[config.mk]
export PLATFORM = sky130hd
export DESIGN_NAME = tkd_ctrl
export DESIGN_NICKNAME = d
export VERILOG_FILES = /design/src/hw/rtl/tkd_pkg.sv /design/src/hw/rtl/tkd_ctrl.sv
export SDC_FILE = /design/constraint.sdc
export NUM_CORES = 1
export LEC_CHECK = 0
export BUFFER_PORTS_ARGS = -buffer_cell sky130_fd_sc_hd__buf_2
export CAP_MARGIN = 20
export CORE_AREA = 2 2 39 41
export DETAILED_ROUTE_END_ITERATION = 10
export DIE_AREA = 0 0 41 43
export PLACE_DENSITY = 0.69
export SLEW_MARGIN = 15
export SYNTH_ARGS = -nofsm -noshare
export SYNTH_HDL_FRONTEND = slang
export SYNTH_SLANG_ARGS = --single-unit
export TNS_END_PERCENT = 5
[constraint.sdc]
create_clock -name clk -period 1.8 [get_ports clk]
set_input_delay 0.36 -clock clk [delete_from_list [all_inputs] [get_ports clk]]
set_output_delay 0.36 -clock clk [all_outputs]
set_load 0.005 [all_outputs]
[src/hw/rtl/tkd_pkg.sv]
// Shared constants and types for the top-k dominating core.
`default_nettype none
package tkd_pkg;
  localparam int N_MAX = 1024;
  localparam int D_MAX = 8;
  localparam int K_MAX = 16;
  localparam int DEPTH = N_MAX * D_MAX;
  localparam int AW = $clog2(DEPTH);
  localparam int PW = $clog2(N_MAX);
  localparam int DW = $clog2(D_MAX);
  localparam int KW = $clog2(K_MAX);
  localparam int CW = AW + 1;
  localparam int SW = PW + 1;

  // reciprocals for the point count: (x * RCP_n) >> RCP_SHIFT == x / n
  // exact for every x below 2**(CW+1), since x * (RCP_n * n - 2**RCP_SHIFT) stays
  // below 2**RCP_SHIFT
  localparam int RCP_SHIFT = 18;
  localparam int RCP_W = RCP_SHIFT + 1;
  localparam logic [RCP_W-1:0] RCP_1 = RCP_W'(262144);
  localparam logic [RCP_W-1:0] RCP_2 = RCP_W'(131072);
  localparam logic [RCP_W-1:0] RCP_3 = RCP_W'(87382);
  localparam logic [RCP_W-1:0] RCP_4 = RCP_W'(65536);
  localparam logic [RCP_W-1:0] RCP_5 = RCP_W'(52429);
  localparam logic [RCP_W-1:0] RCP_6 = RCP_W'(43691);
  localparam logic [RCP_W-1:0] RCP_7 = RCP_W'(37450);
  localparam logic [RCP_W-1:0] RCP_8 = RCP_W'(32768);

  localparam logic [1:0] CFG_DIM = 2'd0;
  localparam logic [1:0] CFG_DIR = 2'd1;
  localparam logic [1:0] CFG_TOP = 2'd2;

  // controller to datapath
  typedef struct packed {
    logic load;
    logic clr_run;
    logic init_i;
    logic init_j;
    logic init_d;
    logic rd_issue;
    logic latch_p;
    logic cmp;
    logic next_d;
    logic end_pair;
    logic next_i;
    logic rank_start;
    logic rank_step;
    logic init_out;
    logic next_out;
  } tkd_cmd_t;

  // datapath to controller
  typedef struct packed {
    logic no_points;
    logic last_d;
    logic last_j;
    logic last_i;
    logic rank_done;
    logic last_out;
  } tkd_stat_t;
endpackage
`default_nettype wire

[src/hw/rtl/tkd_ctrl.sv]
// Controller: load, pairwise compare loop, ranking and result delivery.
`default_nettype none
module tkd_ctrl (
  input  wire logic               clk,
  input  wire logic               rst,
  input  wire logic               in_fire,
  input  wire logic               in_eos,
  output logic                    in_ready,
  output logic                    out_valid,
  input  wire logic               out_ready,
  output logic                    out_last,
  output logic                    out_empty,
  output tkd_pkg::tkd_cmd_t       cmd,
  input  wire tkd_pkg::tkd_stat_t stat
);
  import tkd_pkg::*;

  typedef enum logic [3:0] {
    S_LOAD, S_PAIR, S_RDP, S_RDQ, S_CMP, S_PEND, S_RANK, S_RWAIT, S_OUT, S_EMPTY
  } state_t;
  state_t state;

  assign in_ready  = (state == S_LOAD);
  assign out_valid = (state == S_OUT) || (state == S_EMPTY);
  assign out_empty = (state == S_EMPTY);
  assign out_last  = (state == S_EMPTY) || stat.last_out;

  // datapath commands issued from clocked transitions
  logic go_i, go_j, go_nexti, go_init_out, go_next_out, go_clr;
  always_comb begin
    go_i = (state == S_LOAD) && in_fire && in_eos && !stat.no_points;
    go_j = go_i || (state == S_RWAIT && stat.rank_done && !stat.last_i);
    go_nexti = (state == S_RWAIT && stat.rank_done && !stat.last_i);
    go_init_out = (state == S_RWAIT && stat.rank_done && stat.last_i);
    go_next_out = (state == S_OUT && out_ready);
    go_clr = out_valid && out_ready && out_last;
  end

  always_comb begin
    cmd = '0;
    cmd.load = in_fire && !in_eos && state == S_LOAD;
    case (state)
      S_PAIR:  cmd.init_d = 1'b1;
      S_RDP:   cmd.rd_issue = 1'b1;
      S_RDQ:   cmd.latch_p = 1'b1;
      S_CMP:   begin cmd.cmp = 1'b1; cmd.next_d = !stat.last_d; end
      S_PEND:  cmd.end_pair = 1'b1;
      S_RANK:  cmd.rank_start = 1'b1;
      S_RWAIT: cmd.rank_step = 1'b1;
      default: ;
    endcase
    cmd.init_i   = go_i;
    cmd.init_j   = go_j;
    cmd.next_i   = go_nexti;
    cmd.init_out = go_init_out;
    cmd.next_out = go_next_out;
    cmd.clr_run  = go_clr;
  end

  // hold state
  always_ff @(posedge clk) begin
    if (rst) begin
      state <= S_LOAD;
    end else begin
      case (state)
        S_LOAD:  if (in_fire && in_eos) state <= stat.no_points ? S_EMPTY : S_PAIR;
        S_PAIR:  state <= S_RDP;
        S_RDP:   state <= S_RDQ;
        S_RDQ:   state <= S_CMP;
        S_CMP:   state <= stat.last_d ? S_PEND : S_RDP;
        S_PEND:  state <= stat.last_j ? S_RANK : S_PAIR;
        S_RANK:  state <= S_RWAIT;
        S_RWAIT: if (stat.rank_done) state <= stat.last_i ? S_OUT : S_PAIR;
        S_OUT:   if (out_ready && stat.last_out) state <= S_LOAD;
        S_EMPTY: if (out_ready) state <= S_LOAD;
        default: state <= S_LOAD;
      endcase
    end
  end
endmodule
`default_nettype wire

==> results of run 1 <==
[stage by stage]
| step | util, % | setup TNS, ns | instances | worst slack, ns |
|---|---|---|---|---|
| after floorplan | - | 0 | 74 | 0.171 |
| after global placement | 46.8 | 0 | 113 | 0.180 |
| after detailed placement | 46.8 | 0 | 113 | 0.133 |
| after CTS | 49.1 | -0.00458 | 116 | -0.00458 |
| after global routing | 51.9 | -0.0842 | 120 | -0.0842 |
| final | 51.9 | 0 | 120 | 0.0207 |
[path summary, 6_finish.rpt]
path	end
max	cmd[11]
min	state[1]
max reg2reg	state[3]
min reg2reg	state[3]
[critical path, stage by stage (launching register included)]
cell      delay, ns
dfxtp_4        0.35
nor4_4         0.28
nand2_1        0.12
nor3b_2        0.20
o21bai_1       0.12
buf_2          0.12
[layer usage]
metal  vias to the layer above  wire, um  share of wire, %
met5                         -         0                 0
met4                         0         0                 0
met3                         0        71               5.5
met2                        17       689                53
met1                       286       530                41
li1                        320         -                 -
[area by class of cell]
cell class / instances / area [um2] / share of cell area, %
inverter: 1 / 3.75 / 0.523
sequential: 4 / 91.3 / 12.7
tap: 16 / 20.0 / 2.79
timing repair buffer: 38 / 213 / 29.6
clock buffer: 3 / 22.5 / 3.14
multi-input combinational: 58 / 368 / 51.2
[synthesized netlist by cell type]
cell	instances	area [um2]
nor4bb_1	1	10.0
nand4_1	1	6.26
buf_2	1	5.00
a221o_1	1	10.0
o21ai_1	1	5.00
nor4_1	1	6.26
clkbuf_1	1	3.75
o311ai_0	1	8.76
or2b_1	1	7.51
inv_1	1	3.75
dfxtp_1	4	80.1
or4b_1	1	10.0
nand2_1	9	33.8
o21ai_0	3	15.0
and2_1	1	6.26
buf_6	2	22.5
nand3_1	1	5.00
and2b_1	1	7.51
nand2b_1	2	12.5
nor4b_1	1	8.76
and3_1	1	6.26
nor2b_1	2	12.5
xor2_1	1	8.76
nor3b_2	2	25.0
o21bai_1	1	7.51
buf_4	7	52.6
a21oi_1	4	20.0
nor2_1	10	37.5
nor4_4	1	21.3
a22oi_1	1	7.51
mux2i_1	1	10.0
nor3_1	4	20.0
o2111ai_1	1	8.76
a22o_1	1	8.76
or2_2	1	6.26
a211o_1	1	8.76
[where the power goes]
part	total (mW)	internal, mW	switching [mW]
clock	0.107	0.0743	0.0325
sequential	0.195	0.132	0.0637
combinational	0.638	0.347	0.291
[kinds of logic (layout without fill, tap and decap cells)]
| group | after synthesis | after routing | synth area share, % |
|---|---|---|---|
| simple gates | 41 | 41 | 45.9 |
| compound gates | 15 | 15 | 18.9 |
| buf+inv | 12 | 42 | 16.5 |
| flops | 4 | 4 | 15.1 |
| xor+xnor | 1 | 1 | 1.66 |
| mux | 1 | 1 | 1.89 |
[timing repair]
item                       CTS  global route
pin swaps                    3             3
resized for setup            5             2
setup endpoints to repair    4             2
setup buffers                0             4
hold endpoints to repair     0             0
==> metrics.txt, run 1 <==
Area Overhead vs Synth 35.7%; hold depth 2; post-synth cell types 36; Crit Path Max Fanout 4; final WL between 1000 and 1500 um; num rows 14; met3 GRT Util around 7%; skew final 0.000317 ns; clock-pin slew on the worst setup and hold paths roughly 0.030 ns; RR Startpoint state[1]; biggest regs state (4); r2r setup slk around 0.31 ns; ANT nets after route 0; max frequency about 560 MHz; Seq/Total Area, Yosys 15.1%; Rel. slew slack roughly 80%; most common cell after layout, fill and taps aside buf_2; max-slew violation count 0; RSZ-0062 raised after global routing true; Post-Syn Instances 74; die height roughly 43 um; total core area 0.00138 mm2; clk root buf clkbuf_4; filler instances 140; Initial DRC Count 14; I/O pins 30; overall power 940 uW; Synth Cell Area 529 um2; Avg WL per Cell roughly 11 um; commonest non-fill, non-tap cells in the layout buf_2, nor2_1, nand2_1, buf_4; DIE AREA ~0.0018 mm2; Mapped Nets 85; Power Dens Cells 1310 mW/mm2; crit start category register; Reg2Reg Depth 6; Crit Path Class reg -> out; DR vias/cell around 5.2; largest net degree at the start of global routing 16; routability cong. ~0.86; Initial Utilization between 30% and 40%; hpwl dp a little over 1000 um; Hold Slack 0.342 ns; Final Hold Fails 0; # setup viols final 0; Die Wd 41 um; max_cap viols 0; Tcrit/Tclk final about 100%; share of cells above drive strength 1 between 40% and 50%; Detailed Routing Iterations Pass 1 4; worst vdd ir roughly 0.00056 V; Worst EP arrival about 1.4 ns; outcome completed; Critical Path Sink Type primary output; Post-DP Area 648 um2; CTS tree built; Biggest register state; initial antenna violation count 0; vias in the first global route around 500; Largest register FFs 4; met2 Resource Use GR around a quarter; Hold Buf Count CTS 0; Hold Startpoint rst; Via Count between 600 and 700; Finished Cell Area 718 um2; post-layout min period 1.78 ns; Port Buffers 29; clk_lat worst skew 0.23 ns; # DRC 0; number of buffers created by CTS 3; first-pass GRT wire length about 2000 um; GRT Util Overall between 10% and 20%; Clock Path Buffers 2; GRT overflow 0; Pleak 0.362 nW; # diodes 0; H-tree depth 1; Req. time, crit path about 1.4 ns; synth warn 0; GR Util met1 between 10% and 20%; worst slew pin tran 0.291 ns; Post-Syn Area per Cell about 7.2 um2; Worst Setup SP state[1]; Final nets between 100 and 150; Hold Crit Class in -> reg; register bit count reported by yosys 4; CTS sink count 4; global route hottest layer met2
(Power assumes the default switching activity.)
==> run 2, diff against run 1 <==
--- a/config.mk
+++ b/config.mk
@@ -7,9 +7,9 @@
 export LEC_CHECK = 0
 export BUFFER_PORTS_ARGS = -buffer_cell sky130_fd_sc_hd__buf_2
 export CAP_MARGIN = 20
-export CORE_AREA = 2 2 39 41
+export CORE_AREA = 3 3 40 42
 export DETAILED_ROUTE_END_ITERATION = 10
-export DIE_AREA = 0 0 41 43
+export DIE_AREA = 0 0 43 45
 export PLACE_DENSITY = 0.69
 export SLEW_MARGIN = 15
 export SYNTH_ARGS = -nofsm -noshare
==> run 2 against run 1 <==
Net effect:
- power down 5.0%
- sequential share of layout area up 0.40 points
- critical path type unchanged
- utilization up 1.6 points
- via count up 0.64%
==> metrics.txt, run 2 (synthesized netlist as in run 1, its figures left out) <==
Port Buffers 29 (unchanged); Tcrit/Tclk final 97.9% (-0.96 points); worst slew pin tran 0.301 ns (+0.00939 ns); H-tree depth 1 (unchanged); worst vdd ir 0.000576 V (+3.7%); Pleak 0.347 nW (-4.0%); Crit Path Max Fanout 7 (+3); Rel. slew slack 79.7% (-0.63 points); Crit Path Class reg -> out; commonest non-fill, non-tap cells in the layout buf_2, nor2_1, nand2_1; routability cong. 0.825 (-4.0%); clk_lat worst skew 0.23 ns (about the same); total core area 0.00128 mm2 (-7.1%); Req. time, crit path 1.44 ns (about the same); clk root buf clkbuf_4; worst setup margin 0.0379 ns (+0.0173 ns); vias in the first global route 536 (+5.9%); GRT overflow 0 (unchanged); skew final 0.00247 ns (+0.00215 ns); Die Wd 43 um (+4.9%); # setup viols final 0 (unchanged); biggest regs state (4); Avg WL per Cell 11.7 um (+8.7%); Util after Layout 53.5% (+1.6 points); Via Count 627 (+0.64%); number of buffers created by CTS 3 (unchanged); Hold Crit Class in -> reg; Hold Slack 0.342 ns (-0.000187 ns); max_cap viols 0 (unchanged); dpl ws 0.161 ns (+0.0279 ns); DIE AREA 0.00194 mm2 (+9.8%); largest net degree at the start of global routing 14 (-2); first-pass GRT wire length 2220 um (+14%); Power Dens Cells 1300 mW/mm2 (-0.67%); CTS sink count 4 (unchanged); outcome completed; Finished Cell Area 687 um2 (-4.4%); filler instances 145 (+3.6%); die height 45 um (+4.7%); DR vias/cell 5.41 (+4.1%); # diodes 0 (unchanged); crit start category register; Post-DP Area 647 um2 (-0.19%); Area Overhead vs Synth 29.8%; overall power 893 uW (-5.0%); Detailed Routing Iterations Pass 1 4 (unchanged); max frequency 568 MHz (+0.98%); GRT Util Overall 14.5% (-1.3 points); clock-pin slew on the worst setup and hold paths 0.04 ns (about the same); hpwl dp 1100 um (+7.6%); final WL 1360 um (+5.0%); # DRC 0 (unchanged); Largest register FFs 4 (unchanged); CTS tree built; num rows 13 (-1); most common cell after layout, fill and taps aside buf_2; ANT nets after route 0 (unchanged); Hold Buf Count CTS 0 (unchanged); Clock Path Buffers 2 (unchanged); I/O pins 30 (unchanged); RSZ-0062 raised after global routing true; Biggest register state; Worst EP arrival 1.40 ns (-0.02 ns); Initial DRC Count 17 (+3); Final nets 114 (-2.6%); Initial Utilization 41.2% (+2.9 points); initial antenna violation count 0 (unchanged); share of cells above drive strength 1 45.5% (-0.61 points); Final Hold Fails 0 (unchanged); max-slew violation count 0 (unchanged); Critical Path Sink Type primary output; post-layout min period 1.76 ns (-0.0173 ns)
-- run 2: changes by cell type in the layout (fill, tap and decap cells not counted) --
cell,delta
dfxtp_1,-1
buf_4,-3
nor3b_2,+1
dfxtp_2,+2
nor3b_4,-1
dfxtp_4,-1
-- run 2: per-layer routing --
| metal | vias up | wire length (um) | global-route usage, % | share of wire (%) |
|---|---|---|---|---|
| li1 | 316 | - | - | - |
| met1 | 288 | 570 | 18.3 | 42 |
| met2 | 23 | 685 | 26.3 | 50 |
| met3 | 0 | 101 | 1.59 | 7.4 |
| met4 | 0 | 0 | 3.61 | 0 |
| met5 | - | 0 | 0 | 0 |
-- run 2: final timing paths --
path | start | end | slack, ns | depth (start not counted)
setup / recovery | state[3] | cmd[11] | 0.04 | 5
hold / removal | rst | state[0] | 0.34 | 2
setup reg to reg | state[1] | state[3] | 0.38 | 5
hold reg to reg | state[3] | state[3] | 0.59 | 3
-- run 2: timing repair --
action | in CTS | in global routing
gates resized for setup | 3 | 3
endpoints found under the setup margin | 4 | 2
pin swaps | 3 | 1
setup buffers | 1 | 0
-- run 2: stage by stage --
stage          setup TNS (ns)  instances
6_report                    0        116
4_1_cts                     0        116
3_5_place_dp                0        112
3_3_place_gp                0        112
5_1_grt               -0.0625        116
2_1_floorplan               0         74
-- run 2: power breakdown --
group          leakage [nW]  switching, mW  internal, mW
sequential           0.0350         0.0722         0.135
clock                0.0138         0.0372        0.0746
combinational         0.298          0.269         0.305
-- run 2: layout make-up --
cell class / count / area, um2 / area share (%)
multi-input combinational: 58 / 362 / 52.6
sequential: 4 / 90.1 / 13.1
timing repair buffer: 35 / 190 / 27.7
clock buffer: 3 / 22.5 / 3.28
inverter: 1 / 3.75 / 0.546
tap: 15 / 18.8 / 2.73
-- run 2: worst max-delay path, cell delays in order (launching register included) --
cell and delay [ns]:
dfxtp_4 0.36, nor4_4 0.28, nand2_1 0.11, nor3b_2 0.18, o21bai_1 0.12, buf_2 0.12
